$ cat src/design/cpf_pkg.sv
// shared types and constants of the command packet framer
package cpf_pkg;

  // largest parameter count honored on a begin request; larger counts are clamped
  localparam logic [7:0] MAX_PARAMS = 8'd255;

  localparam logic [15:0] HEADER_WORD_RST = 16'hEF01;
  localparam logic [31:0] MODULE_ADDR_RST = 32'hFFFF_FFFF;

  // configuration register indexes
  localparam logic REG_HEADER_WORD = 1'b0;
  localparam logic REG_MODULE_ADDR = 1'b1;

  // request actions
  localparam logic ACT_BEGIN = 1'b0;
  localparam logic ACT_PARAM = 1'b1;

  // how the held request is expanded into bytes
  localparam logic [2:0] KIND_BEGIN_OPEN  = 3'd0;  // header through command, packet stays open
  localparam logic [2:0] KIND_BEGIN_CLOSE = 3'd1;  // header through command plus checksum
  localparam logic [2:0] KIND_PARAM       = 3'd2;  // one parameter byte
  localparam logic [2:0] KIND_PARAM_CLOSE = 3'd3;  // last parameter byte plus checksum
  localparam logic [2:0] KIND_STRAY       = 3'd4;  // parameter with no packet open

  // byte positions within a begin request
  localparam logic [3:0] POS_CMD    = 4'd9;
  localparam logic [3:0] POS_SUM_LO = 4'd11;
  // byte positions within a closing parameter request
  localparam logic [3:0] POS_PSUM_LO = 4'd2;

  typedef struct packed {
    logic [2:0]  kind;
    logic [7:0]  pkt_type;
    logic [7:0]  command;
    logic [15:0] length;
    logic [7:0]  param_byte;
    logic [15:0] sum;
  } cpf_item_t;

  typedef struct packed {
    logic [7:0] data;
    logic       last;
    logic       frame_end;
    logic       stray;
  } cpf_beat_t;

endpackage

$ cat src/design/cpf_byte_sel.sv
// picks the byte and its flags at one position of a held request
module cpf_byte_sel (
  input  cpf_pkg::cpf_item_t item,
  input  logic [3:0]         pos,
  input  logic [15:0]        header_word,
  input  logic [31:0]        module_addr,
  output cpf_pkg::cpf_beat_t beat
);

  logic [7:0] begin_byte;

  always_comb begin
    case (pos)
      4'd0:    begin_byte = header_word[15:8];
      4'd1:    begin_byte = header_word[7:0];
      4'd2:    begin_byte = module_addr[31:24];
      4'd3:    begin_byte = module_addr[23:16];
      4'd4:    begin_byte = module_addr[15:8];
      4'd5:    begin_byte = module_addr[7:0];
      4'd6:    begin_byte = item.pkt_type;
      4'd7:    begin_byte = item.length[15:8];
      4'd8:    begin_byte = item.length[7:0];
      4'd9:    begin_byte = item.command;
      4'd10:   begin_byte = item.sum[15:8];
      default: begin_byte = item.sum[7:0];
    endcase
  end

  always_comb begin
    beat = '0;
    case (item.kind)
      cpf_pkg::KIND_BEGIN_OPEN: begin
        beat.data = begin_byte;
        beat.last = (pos == cpf_pkg::POS_CMD);
      end
      cpf_pkg::KIND_BEGIN_CLOSE: begin
        beat.data      = begin_byte;
        beat.last      = (pos == cpf_pkg::POS_SUM_LO);
        beat.frame_end = (pos == cpf_pkg::POS_SUM_LO);
      end
      cpf_pkg::KIND_PARAM: begin
        beat.data = item.param_byte;
        beat.last = 1'b1;
      end
      cpf_pkg::KIND_PARAM_CLOSE: begin
        case (pos)
          4'd0:    beat.data = item.param_byte;
          4'd1:    beat.data = item.sum[15:8];
          default: beat.data = item.sum[7:0];
        endcase
        beat.last      = (pos == cpf_pkg::POS_PSUM_LO);
        beat.frame_end = (pos == cpf_pkg::POS_PSUM_LO);
      end
      default: begin
        beat.data  = 8'd0;
        beat.last  = 1'b1;
        beat.stray = 1'b1;
      end
    endcase
  end

endmodule

$ cat src/design/command_packet_framer_unit.sv
// top level of the command packet framer: request intake, packet state and byte output
// Turns begin and parameter requests into the byte stream of a sensor command packet.
// A begin request sends the header word (high byte first), the 4-byte device address
// (most significant first), the type, a 16-bit length equal to the parameter count plus 3
// and the command; with a count of zero the 16-bit checksum follows at once. Each
// parameter request sends its byte, and the one that completes the packet adds the
// checksum high and low bytes (the low byte carries frame_end). The checksum is the
// wrapping 16-bit sum of type, length, command and all parameter bytes. A begin drops
// any open packet; a parameter with no packet open gives one zero byte with stray_param.
// Counts above MAX_PARAMS are clamped. Packet state is updated as a request is taken;
// one held request is expanded into one byte per cycle, unless m_tready stalls, into the
// output register; a begin request gives 10 or 12 bytes and a parameter request 1 or 3.
// The byte rate at the output is one per cycle without a stall, and the next request is
// taken in the cycle its predecessor's last byte moves to the output register.
module command_packet_framer_unit #(
  parameter logic [7:0] MAX_PARAMS = cpf_pkg::MAX_PARAMS
) (
  input  logic        clk,
  input  logic        rst,
  // request stream
  input  logic        s_tvalid,
  output logic        s_tready,
  input  logic [31:0] s_tdata,   // pkt_type[7:0], command[15:8], param_count[23:16],
                                 // param_byte[31:24]
  input  logic        s_tuser,   // action: 0 begin, 1 parameter byte
  // byte stream
  output logic        m_tvalid,
  input  logic        m_tready,
  output logic [7:0]  m_tdata,   // out_byte[7:0]
  output logic        m_tlast,   // run_last: last byte caused by one request
  output logic [1:0]  m_tuser,   // frame_end[0], stray_param[1]
  // configuration
  input  logic        cfg_we,
  input  logic        cfg_index,
  input  logic [31:0] cfg_data
);

  // configuration registers
  logic [15:0] header_word;
  logic [31:0] module_addr;

  // packet state
  logic        frame_open;
  logic [7:0]  params_left;
  logic [15:0] running_sum;

  // held request
  logic               item_valid;
  cpf_pkg::cpf_item_t item;
  logic [3:0]         pos;

  // request fields
  logic       in_action;
  logic [7:0] in_type;
  logic [7:0] in_cmd;
  logic [7:0] in_count;
  logic [7:0] in_pbyte;

  logic               item_load;
  logic               out_load;
  logic               emit;
  cpf_pkg::cpf_item_t item_next;
  cpf_pkg::cpf_beat_t beat;

  logic        frame_open_next;
  logic [7:0]  params_left_next;
  logic [7:0]  count_clamped;
  logic [15:0] length;

  assign in_action = s_tuser;
  assign in_type   = s_tdata[7:0];
  assign in_cmd    = s_tdata[15:8];
  assign in_count  = s_tdata[23:16];
  assign in_pbyte  = s_tdata[31:24];

  // handshake: the output register frees when empty or taken, the held request
  // frees with its last byte
  assign out_load  = !m_tvalid || m_tready;
  assign emit      = item_valid && out_load;
  assign s_tready  = !item_valid || (emit && beat.last);
  assign item_load = s_tvalid && s_tready;

  // clamp count and build length
  assign count_clamped = (in_count > MAX_PARAMS) ? MAX_PARAMS : in_count;
  assign length        = {8'd0, count_clamped} + 16'd3;

  // classify the request and advance packet state
  always_comb begin
    item_next            = '0;
    item_next.pkt_type   = in_type;
    item_next.command    = in_cmd;
    item_next.length     = length;
    item_next.param_byte = in_pbyte;
    frame_open_next      = frame_open;
    params_left_next     = params_left;
    item_next.sum        = running_sum;
    if (in_action == cpf_pkg::ACT_BEGIN) begin
      item_next.sum = length + {8'd0, in_type} + {8'd0, in_cmd};
      if (count_clamped == 8'd0) begin
        item_next.kind   = cpf_pkg::KIND_BEGIN_CLOSE;
        frame_open_next  = 1'b0;
        params_left_next = 8'd0;
      end else begin
        item_next.kind   = cpf_pkg::KIND_BEGIN_OPEN;
        frame_open_next  = 1'b1;
        params_left_next = count_clamped;
      end
    end else if (!frame_open || params_left == 8'd0) begin
      item_next.kind = cpf_pkg::KIND_STRAY;
    end else begin
      item_next.sum = running_sum + {8'd0, in_pbyte};
      if (params_left == 8'd1) begin
        item_next.kind   = cpf_pkg::KIND_PARAM_CLOSE;
        frame_open_next  = 1'b0;
        params_left_next = 8'd0;
      end else begin
        item_next.kind   = cpf_pkg::KIND_PARAM;
        params_left_next = params_left - 8'd1;
      end
    end
  end

  // configuration writes
  always_ff @(posedge clk) begin
    if (rst) begin
      header_word <= cpf_pkg::HEADER_WORD_RST;
      module_addr <= cpf_pkg::MODULE_ADDR_RST;
    end else if (cfg_we) begin
      case (cfg_index)
        cpf_pkg::REG_HEADER_WORD: header_word <= cfg_data[15:0];
        cpf_pkg::REG_MODULE_ADDR: module_addr <= cfg_data;
        default: ;
      endcase
    end
  end

  // packet state, updated as each request is taken
  always_ff @(posedge clk) begin
    if (rst) begin
      frame_open  <= 1'b0;
      params_left <= 8'd0;
      running_sum <= 16'd0;
    end else if (item_load) begin
      frame_open  <= frame_open_next;
      params_left <= params_left_next;
      running_sum <= item_next.sum;
    end
  end

  // held request and byte position
  always_ff @(posedge clk) begin
    if (rst) begin
      item_valid <= 1'b0;
      pos        <= 4'd0;
    end else if (item_load) begin
      item_valid <= 1'b1;
      pos        <= 4'd0;
    end else if (emit) begin
      if (beat.last) begin
        item_valid <= 1'b0;
      end
      pos <= pos + 4'd1;
    end
  end

  always_ff @(posedge clk) begin
    if (item_load) begin
      item <= item_next;
    end
  end

  cpf_byte_sel u_byte_sel (
    .item        (item),
    .pos         (pos),
    .header_word (header_word),
    .module_addr (module_addr),
    .beat        (beat)
  );

  // output register
  always_ff @(posedge clk) begin
    if (rst) begin
      m_tvalid <= 1'b0;
    end else if (out_load) begin
      m_tvalid <= emit;
    end
  end

  always_ff @(posedge clk) begin
    if (emit) begin
      m_tdata <= beat.data;
      m_tlast <= beat.last;
      m_tuser <= {beat.stray, beat.frame_end};
    end
  end

  // an open packet always expects at least one more parameter
  a_open_has_params: assert property (@(posedge clk) disable iff (rst)
    frame_open |-> params_left != 8'd0)
    else $error("open packet with no parameters left");

  // a stray byte is a zero byte that ends its request and closes no packet
  a_stray_beat: assert property (@(posedge clk) disable iff (rst)
    m_tvalid && m_tuser[1] |-> m_tlast && m_tdata == 8'd0 && !m_tuser[0])
    else $error("malformed stray parameter byte");

  // the closing checksum byte always ends its request
  a_frame_end_last: assert property (@(posedge clk) disable iff (rst)
    m_tvalid && m_tuser[0] |-> m_tlast)
    else $error("frame end not on last byte of request");

  // a taken request is held until its bytes go out
  a_take_holds: assert property (@(posedge clk) disable iff (rst)
    s_tvalid && s_tready |=> item_valid && pos == 4'd0)
    else $error("taken request not held");

endmodule
$ cat config.mk
export PLATFORM = sky130hd
export DESIGN_NAME = command_packet_framer_unit
export DESIGN_NICKNAME = d
export VERILOG_FILES = /design/src/design/cpf_pkg.sv /design/src/design/cpf_byte_sel.sv /design/src/design/command_packet_framer_unit.sv
export SDC_FILE = /design/constraint.sdc
export NUM_CORES = 1
export LEC_CHECK = 0
export BUFFER_PORTS_ARGS = -buffer_cell sky130_fd_sc_hd__buf_4
export CORE_ASPECT_RATIO = 0.9
export CORE_MARGIN = 8
export CORE_UTILIZATION = 41
export DETAILED_ROUTE_END_ITERATION = 12
export PLACE_DENSITY = 0.59
export SYNTH_ARGS = -nofsm -noshare
export SYNTH_HDL_FRONTEND = slang
export SYNTH_HIERARCHICAL = 1
export SYNTH_SLANG_ARGS = --single-unit
$ cat constraint.sdc
create_clock -name clk -period 3.7 [get_ports clk]
set_input_delay 0.925 -clock clk [delete_from_list [all_inputs] [get_ports clk]]
set_output_delay 0.925 -clock clk [all_outputs]
set_load 0.005 [all_outputs]
==> summary.md, run 1 <==
| Metric | Value |
|---|---|
| Status | `finished clean` |
| Post-Layout Cell Count | `~1,200` |
| Fin nets | `approximately 1,000` |
| ANT nets after route | `0` |
| # DRC | `0` |
| #FFs+latches synth | `between 100 and 150` |
| DR pass1 iterations | `5` |
| Peak VDD IR | `0.282 mV` |
| I/O pins | `84` |
| Fin worst setup slack | `~220 ps` |
| Clock power frac | `a little under 40%` |
| Starting density of the core | `between 40% and 50%` |
| Reg power frac | `between 40 and 50%` |
| Slowest stage delay, CP | `approximately 420 ps` |
| CTS-repair resized insts | `0` |
| Most frequent cells in the layout | `nand2_1, buf_4, nand3_1` |
| Final WL | `~23,000 um` |
| Mapped Cells | `around 840` |
| Die H | `147 um` |
| Post-CTS Hold Buffers | `0` |
| Crit-path max FO | `4` |
| Data arrival, critical path | `~3800 ps` |
| Leakage | `0.00372 uW` |
| Final Cycle Share | `between 90% and 100%` |
| Largest net degree at the start of global routing | `42` |
| Clock Pin Slew Worst Setup and Hold Paths | `around 60 ps` |
| Clk_skew | `7.36 ps` |
| Post-synth ARST share | `0%` |
| Placed inst area | `0.00870 mm^2` |
| Initial antenna violation count | `0` |
| Distinct cells, synth | `around 80` |
| P_sw | `between 1000 and 1500 uW` |
| Startpoint Class | `primary input` |
| Relative slew slack | `41.3%` |
| Dpl ws | `-171 ps` |
| CTS buffer count | `17` |
| Skew-Pair Late Insertion Delay | `around 420 ps` |
| CTS max path bufs | `2` |
| Critical Path Slowest Stage Cell | `fa_1` |
| Global-route wire length before repair | `36,200 um` |
| Setup bufs post-CTS | `0` |
| Final hold vios | `0` |
| Post-Syn Area | `~0.0078 mm^2` |
| Die area | `around 0.024 mm^2` |
| Switching portion of total power | `28.5%` |
| DP HPWL | `approximately 17,000 um` |
| Int Pwr | `around 3400 uW` |
| Cells after DPL | `1,150` |
| Area growth syn-to-layout | `19.5%` |
| Synthesized area per cell | `around 9.4 um^2` |
| Max Cap Viol | `0` |
| Area of the core | `roughly 0.019 mm^2` |
| Tot GR Track Use | `19.5%` |
| Worst Hold Margin | `~460 ps` |
| Std-Cell Rows | `48` |
| Vias in the first global route | `6,353` |
| Gate power share | `19.9%` |
| Final Cell Area | `just over 0.009 mm^2` |
| Seq/Total Area, Yosys | `between 40% and 50%` |
| GPL Wtd Cong | `0.841` |
| Clk root buf | `clkbuf_16` |
| GRT Residual Overflow | `0` |
| Port bufs | `83` |
| Hold WC Path Type | `flop to flop` |
| CP cell instances | `buf_4 > inv_1 > ha_2 > inv_1 > fa_1 > ha_1 > fa_2 > a21o_1 > a2111o_1 > a21o_1 > a211oi_2 > a31o_1 > a211oi_1` |
| RSZ-0062 raised after global routing | `no` |
| Initial DRC Count | `approximately 610` |
| Max Clk Rate | `288 MHz` |
| Fillers | `approximately 1,800` |
| Crit path buffers/inverters | `3` |
| Synth Flop Type | `dfxtp_1` |
| Fraction of layout cells with a size suffix above 1 | `roughly 18%` |
| Top delay family on crit path | `adder cells` |
| Routed vias/inst | `5.70` |
| Final setup fails | `0` |
| Htree depth | `4` |
| Synth warn | `6` |
| Via count | `6,737` |
| Pwr Density | `between 500 and 600 mW/mm^2` |
| Crit Path Category | `primary input to flop` |
| Number of synthesized flops with an enable pin | `63` |
| Clk sinks | `between 100 and 150` |
| Commonest non-fill, non-tap cell in the layout | `nand2_1` |
| Setup Total Neg Slack | `0 ps` |
| Slew @ Worst Pin | `879 ps` |
| CTS tree | `done` |
| DR WL/cell | `slightly below 20 um` |
| Final Max Tran Viols | `0` |
| Die Wd | `around 160 um` |
| Critical Path RT | `between 3000 and 4000 ps` |
| # diodes | `0` |
| Tmin final | `between 3000 and 4000 ps` |
| Crit path capture type | `flop` |
worst min-delay path: stages, from the launching register on:
cell and delay, ps:
dfxtp_1 310, nand2_1 50, a21oi_1 50
per-layer routing:
layer	share of wire [%]	vias up	global-route usage [%]
met4	2.0	0	6.24
met2	44	267	28.9
li1	-	3217	-
met3	7.3	32	5.71
met5	0	-	0
met1	47	3221	26.9
cells in the mapped netlist (all sizes together) (3+ instances only):
cell      n  area, um^2
nand2   114         428
nand3    90         450
dfxtp    79        1580
edfxtp   63        1890
nor2     53         201
a21oi    50         258
o21ai    42         214
clkbuf   41         214
inv      27         101
ha       20         250
a22oi    18         135
xnor2    18         158
a31oi    15         100
a211oi   13        97.6
buf      13         109
nor3     13        76.3
mux2i    11         110
xor2     11        96.3
fa       10         200
a21o      9        67.6
o221ai    9        78.8
nor2b     8        50.1
o22ai     7        43.8
a22o      6        52.6
and3      6        37.5
nand2b    6        37.5
or3       6        37.5
and2      5        32.5
nand3b    5        37.5
o211ai    5        37.5
a221oi    4        47.6
mux4      4        90.1
nand4     4        25.0
nor3b     4        30.0
o21a      4        30.0
o32ai     3        26.3
or4       3        26.3
final cells by class:
cell class	instances	area, um^2	share of cell area [%]
Inverter	29	109	1.17
Sequential cell	142	3470	37.2
Timing Repair Buffer	113	848	9.09
Tap cell	250	313	3.35
Clock inverter	12	156	1.68
Clock buffer	20	478	5.12
Multi-Input combinational cell	616	3960	42.4
logic make-up (layout without fill, tap and decap cells):
logic type / after synthesis / after routing / share of synthesized area [%]
other: 1 / 7 / 0.0480
muxes: 16 / 16 / 2.71
adders and majority gates: 30 / 30 / 5.77
and+or+nand+nor: 326 / 326 / 19.8
AOI/OAI and AO/OA: 208 / 208 / 18.4
xor gates and xnor gates: 29 / 29 / 3.25
DFF: 142 / 142 / 44.5
buffers and inverters: 83 / 174 / 5.53
power by group through the flow:
stage | Sequential, uW | Combinational, uW | Clock [uW]
2_1_floorplan | 1910 | 619 | 0
4_1_cts | 1930 | 931 | 1850
3_3_place_gp | 1960 | 918 | 0
6_report | 1930 | 933 | 1820
3_5_place_dp | 1960 | 927 | 0
5_1_grt | 1940 | 1030 | 1920
state kept, by name (all words and copies together) (netlist names), 2 cells and up:
name and cells:
pos 4, running_sum 16, module_addr 32, header_word 16
m_tdata 8, m_tuser 2, item 52, params_left 8
per-stage QoR:
stage	utilization, %	total power [uW]
2_1_floorplan	-	2530
3_3_place_gp	46.0	2880
3_5_place_dp	46.0	2890
4_1_cts	49.3	4710
5_1_grt	49.3	4900
6_report	49.3	4690
final timing paths:
kind,startpoint,end,cells after the start,slack (ps)
setup / recovery,s_tdata[16],running_sum[9],13,220
setup reg to reg,pos[0],params_left[4],10,560
hold / removal,header_word[6],header_word[6],2,460
hold reg to reg,header_word[6],header_word[6],2,460
Power figures use the tool's default switching activity.
==> run 2: changes to the inputs <==
--- a/config.mk
+++ b/config.mk
@@ -9,6 +9,7 @@
 export CORE_ASPECT_RATIO = 0.9
 export CORE_MARGIN = 8
 export CORE_UTILIZATION = 41
+export CTS_BUF_LIST = sky130_fd_sc_hd__clkbuf_16
 export DETAILED_ROUTE_END_ITERATION = 12
 export PLACE_DENSITY = 0.59
 export SYNTH_ARGS = -nofsm -noshare
==> run 2 against run 1 <==
Effect of this change: power fell by 0.88%; setup slack improved by 7.1 ps; first-iteration DRC count rose by 6.2%; critical path type unchanged; highest routed layer unchanged.
==> summary.md, run 2 (synthesis gave the netlist of run 1 again) <==
| Metric | Value |
|---|---|
| Status | `finished clean (unchanged)` |
| Clock power frac | `38.4% (was 38.9%)` |
| Gate power share | `20.1% (was 19.9%)` |
| Vias in the first global route | `6,353 (unchanged)` |
| Area growth syn-to-layout | `19.3% (was 19.5%)` |
| Die area | `0.0237 mm^2 (unchanged)` |
| CTS-repair resized insts | `0 (unchanged)` |
| Routed vias/inst | `5.72 (was 5.70)` |
| # diodes | `0 (unchanged)` |
| Final setup fails | `0 (unchanged)` |
| Starting density of the core | `41.3% (unchanged)` |
| Clk sinks | `142 (unchanged)` |
| Tot GR Track Use | `19.5% (about the same)` |
| Relative slew slack | `41.0% (was 41.3%)` |
| Dpl ws | `-171 ps (unchanged)` |
| Slew @ Worst Pin | `883 ps (was 879 ps)` |
| Switching portion of total power | `28.7% (was 28.5%)` |
| Std-Cell Rows | `48 (unchanged)` |
| Slowest stage delay, CP | `420 ps (about the same)` |
| Crit path capture type | `flop (unchanged)` |
| Max Cap Viol | `0 (unchanged)` |
| Fraction of layout cells with a size suffix above 1 | `18.2% (was 18.3%)` |
| CTS tree | `done (unchanged)` |
| Area occupied by multi-input gates | `0.00396 mm^2 (unchanged)` |
| Sequential cell area | `0.00347 mm^2 (unchanged)` |
| Max Clk Rate | `288 MHz (about the same)` |
| Crit-path max FO | `4 (unchanged)` |
| Int Pwr | `3310 uW (was 3350 uW)` |
| # DRC | `0 (unchanged)` |
| Cells after DPL | `1,150 (unchanged)` |
| Post-CTS Hold Buffers | `0 (unchanged)` |
| Commonest non-fill, non-tap cell in the layout | `nand2_1 (unchanged)` |
| Final Cycle Share | `93.8% (was 94.0%)` |
| Fin nets | `1,020 (unchanged)` |
| CP cell instances | `buf_4 > inv_1 > ha_2 > inv_1 > fa_1 > ha_1 > fa_2 > a21o_1 > a2111o_1 > a21o_1 > a211oi_2 > a31o_1 > a211oi_1 (unchanged)` |
| Largest net degree at the start of global routing | `42 (unchanged)` |
| Port bufs | `83 (unchanged)` |
| Leakage | `0.00371 uW (was 0.00372 uW)` |
| Skew-Pair Late Insertion Delay | `420 ps (about the same)` |
| Die Wd | `161 um (unchanged)` |
| Clock Pin Slew Worst Setup and Hold Paths | `60 ps (about the same)` |
| DP HPWL | `17,000 um (unchanged)` |
| Die H | `147 um (unchanged)` |
| Hold WC Path Type | `flop to flop (unchanged)` |
| Final WL | `23,300 um (about the same)` |
| Clk_skew | `7.57 ps (was 7.36 ps)` |
| DR pass1 iterations | `6 (was 5)` |
| Reg power frac | `41.5% (was 41.2%)` |
| Final hold vios | `0 (unchanged)` |
| Global-route wire length before repair | `36,200 um (about the same)` |
| Fin worst setup slack | `230 ps (was 223 ps)` |
| CTS buffer count | `17 (unchanged)` |
| Data arrival, critical path | `3750 ps (was 3760 ps)` |
| Worst Hold Margin | `456 ps (was 455 ps)` |
| Largest Register | `item (unchanged)` |
| Via count | `6,763 (was 6,737)` |
| Startpoint Class | `primary input (unchanged)` |
| Clk root buf | `clkbuf_16 (unchanged)` |
| Fillers | `1,794 (unchanged)` |
| Peak VDD IR | `0.281 mV (was 0.282 mV)` |
| Initial DRC Count | `650 (was 612)` |
| RSZ-0062 raised after global routing | `no (unchanged)` |
| Post-Layout Cell Count | `1,182 (unchanged)` |
| Max reg flops | `52 (unchanged)` |
| Most frequent cells in the layout | `nand2_1, buf_4, nand3_1 (unchanged)` |
| Initial antenna violation count | `0 (unchanged)` |
| Pwr Density | `499 mW/mm^2 (was 502 mW/mm^2)` |
| Final Max Tran Viols | `0 (unchanged)` |
| CTS max path bufs | `2 (unchanged)` |
| Critical Path Slowest Stage Cell | `fa_1 (unchanged)` |
| Htree depth | `4 (unchanged)` |
| Tmin final | `3470 ps (was 3480 ps)` |
| GPL Wtd Cong | `0.841 (unchanged)` |
| I/O pins | `84 (unchanged)` |
| Final core area utilization | `49.2% (was 49.3%)` |
| Area of the core | `0.0189 mm^2 (unchanged)` |
| Critical Path RT | `3980 ps (about the same)` |
| Setup bufs post-CTS | `0 (unchanged)` |
| Setup Total Neg Slack | `0 ps (unchanged)` |
| P_sw | `1330 uW (about the same)` |
| ANT nets after route | `0 (unchanged)` |
| Regs by FF count | `item x52, module_addr x32 (unchanged)` |
| GRT Residual Overflow | `0 (unchanged)` |
| DR WL/cell | `19.7 um (about the same)` |
| Crit Path Category | `primary input to flop (unchanged)` |
-- run 2: changes by cell type in the layout (fill, tap and decap cells not counted) --
cell,change
clkbuf_8,-2
clkinv_1,+1
inv_2,+1
-- run 2: layout make-up --
type / instances / area share, %
Multi-Input combinational cell: 616 / 42.5
Sequential cell: 142 / 37.3
Timing Repair Buffer: 113 / 9.11
Clock buffer: 18 / 4.84
Tap cell: 250 / 3.36
Clock inverter: 14 / 1.76
Inverter: 29 / 1.17
-- run 2: metrics by stage --
step,cell area (um^2),power [uW]
after floorplan,7860,2530
after global placement,8700,2880
after detailed placement,8700,2890
after CTS,9310,4670
after global routing,9310,4850
final,9310,4640
-- run 2: layer usage --
metal	vias to the layer above	part of all wire, %	global-route usage [%]
li1	3226	-	-
met1	3215	46	26.9
met3	31	7.9	5.45
met2	291	44	29.0
met4	0	1.9	6.38
met5	-	0	0
-- run 2: worst max-delay path, delay by kind of cell --
family	cells	cell delay [ps]
fa+ha+maj	4	1290
compound gates	6	1250
buf+inv	3	290
-- run 2: power by group through the flow --
| stage | sequential [uW] | combinational, uW | clock, uW |
|---|---|---|---|
| 2_1_floorplan | 1910 | 619 | 0 |
| 3_3_place_gp | 1960 | 918 | 0 |
| 3_5_place_dp | 1960 | 927 | 0 |
| 4_1_cts | 1930 | 931 | 1810 |
| 5_1_grt | 1940 | 1030 | 1880 |
| 6_report | 1930 | 933 | 1780 |
-- run 2: final timing paths --
kind	start	endpoint	slack, ps	cells after the start
max	s_tdata[16]	running_sum[9]	230	13
min reg2reg	header_word[6]	header_word[6]	460	2
min	header_word[6]	header_word[6]	460	2
max reg2reg	pos[0]	params_left[4]	540	10
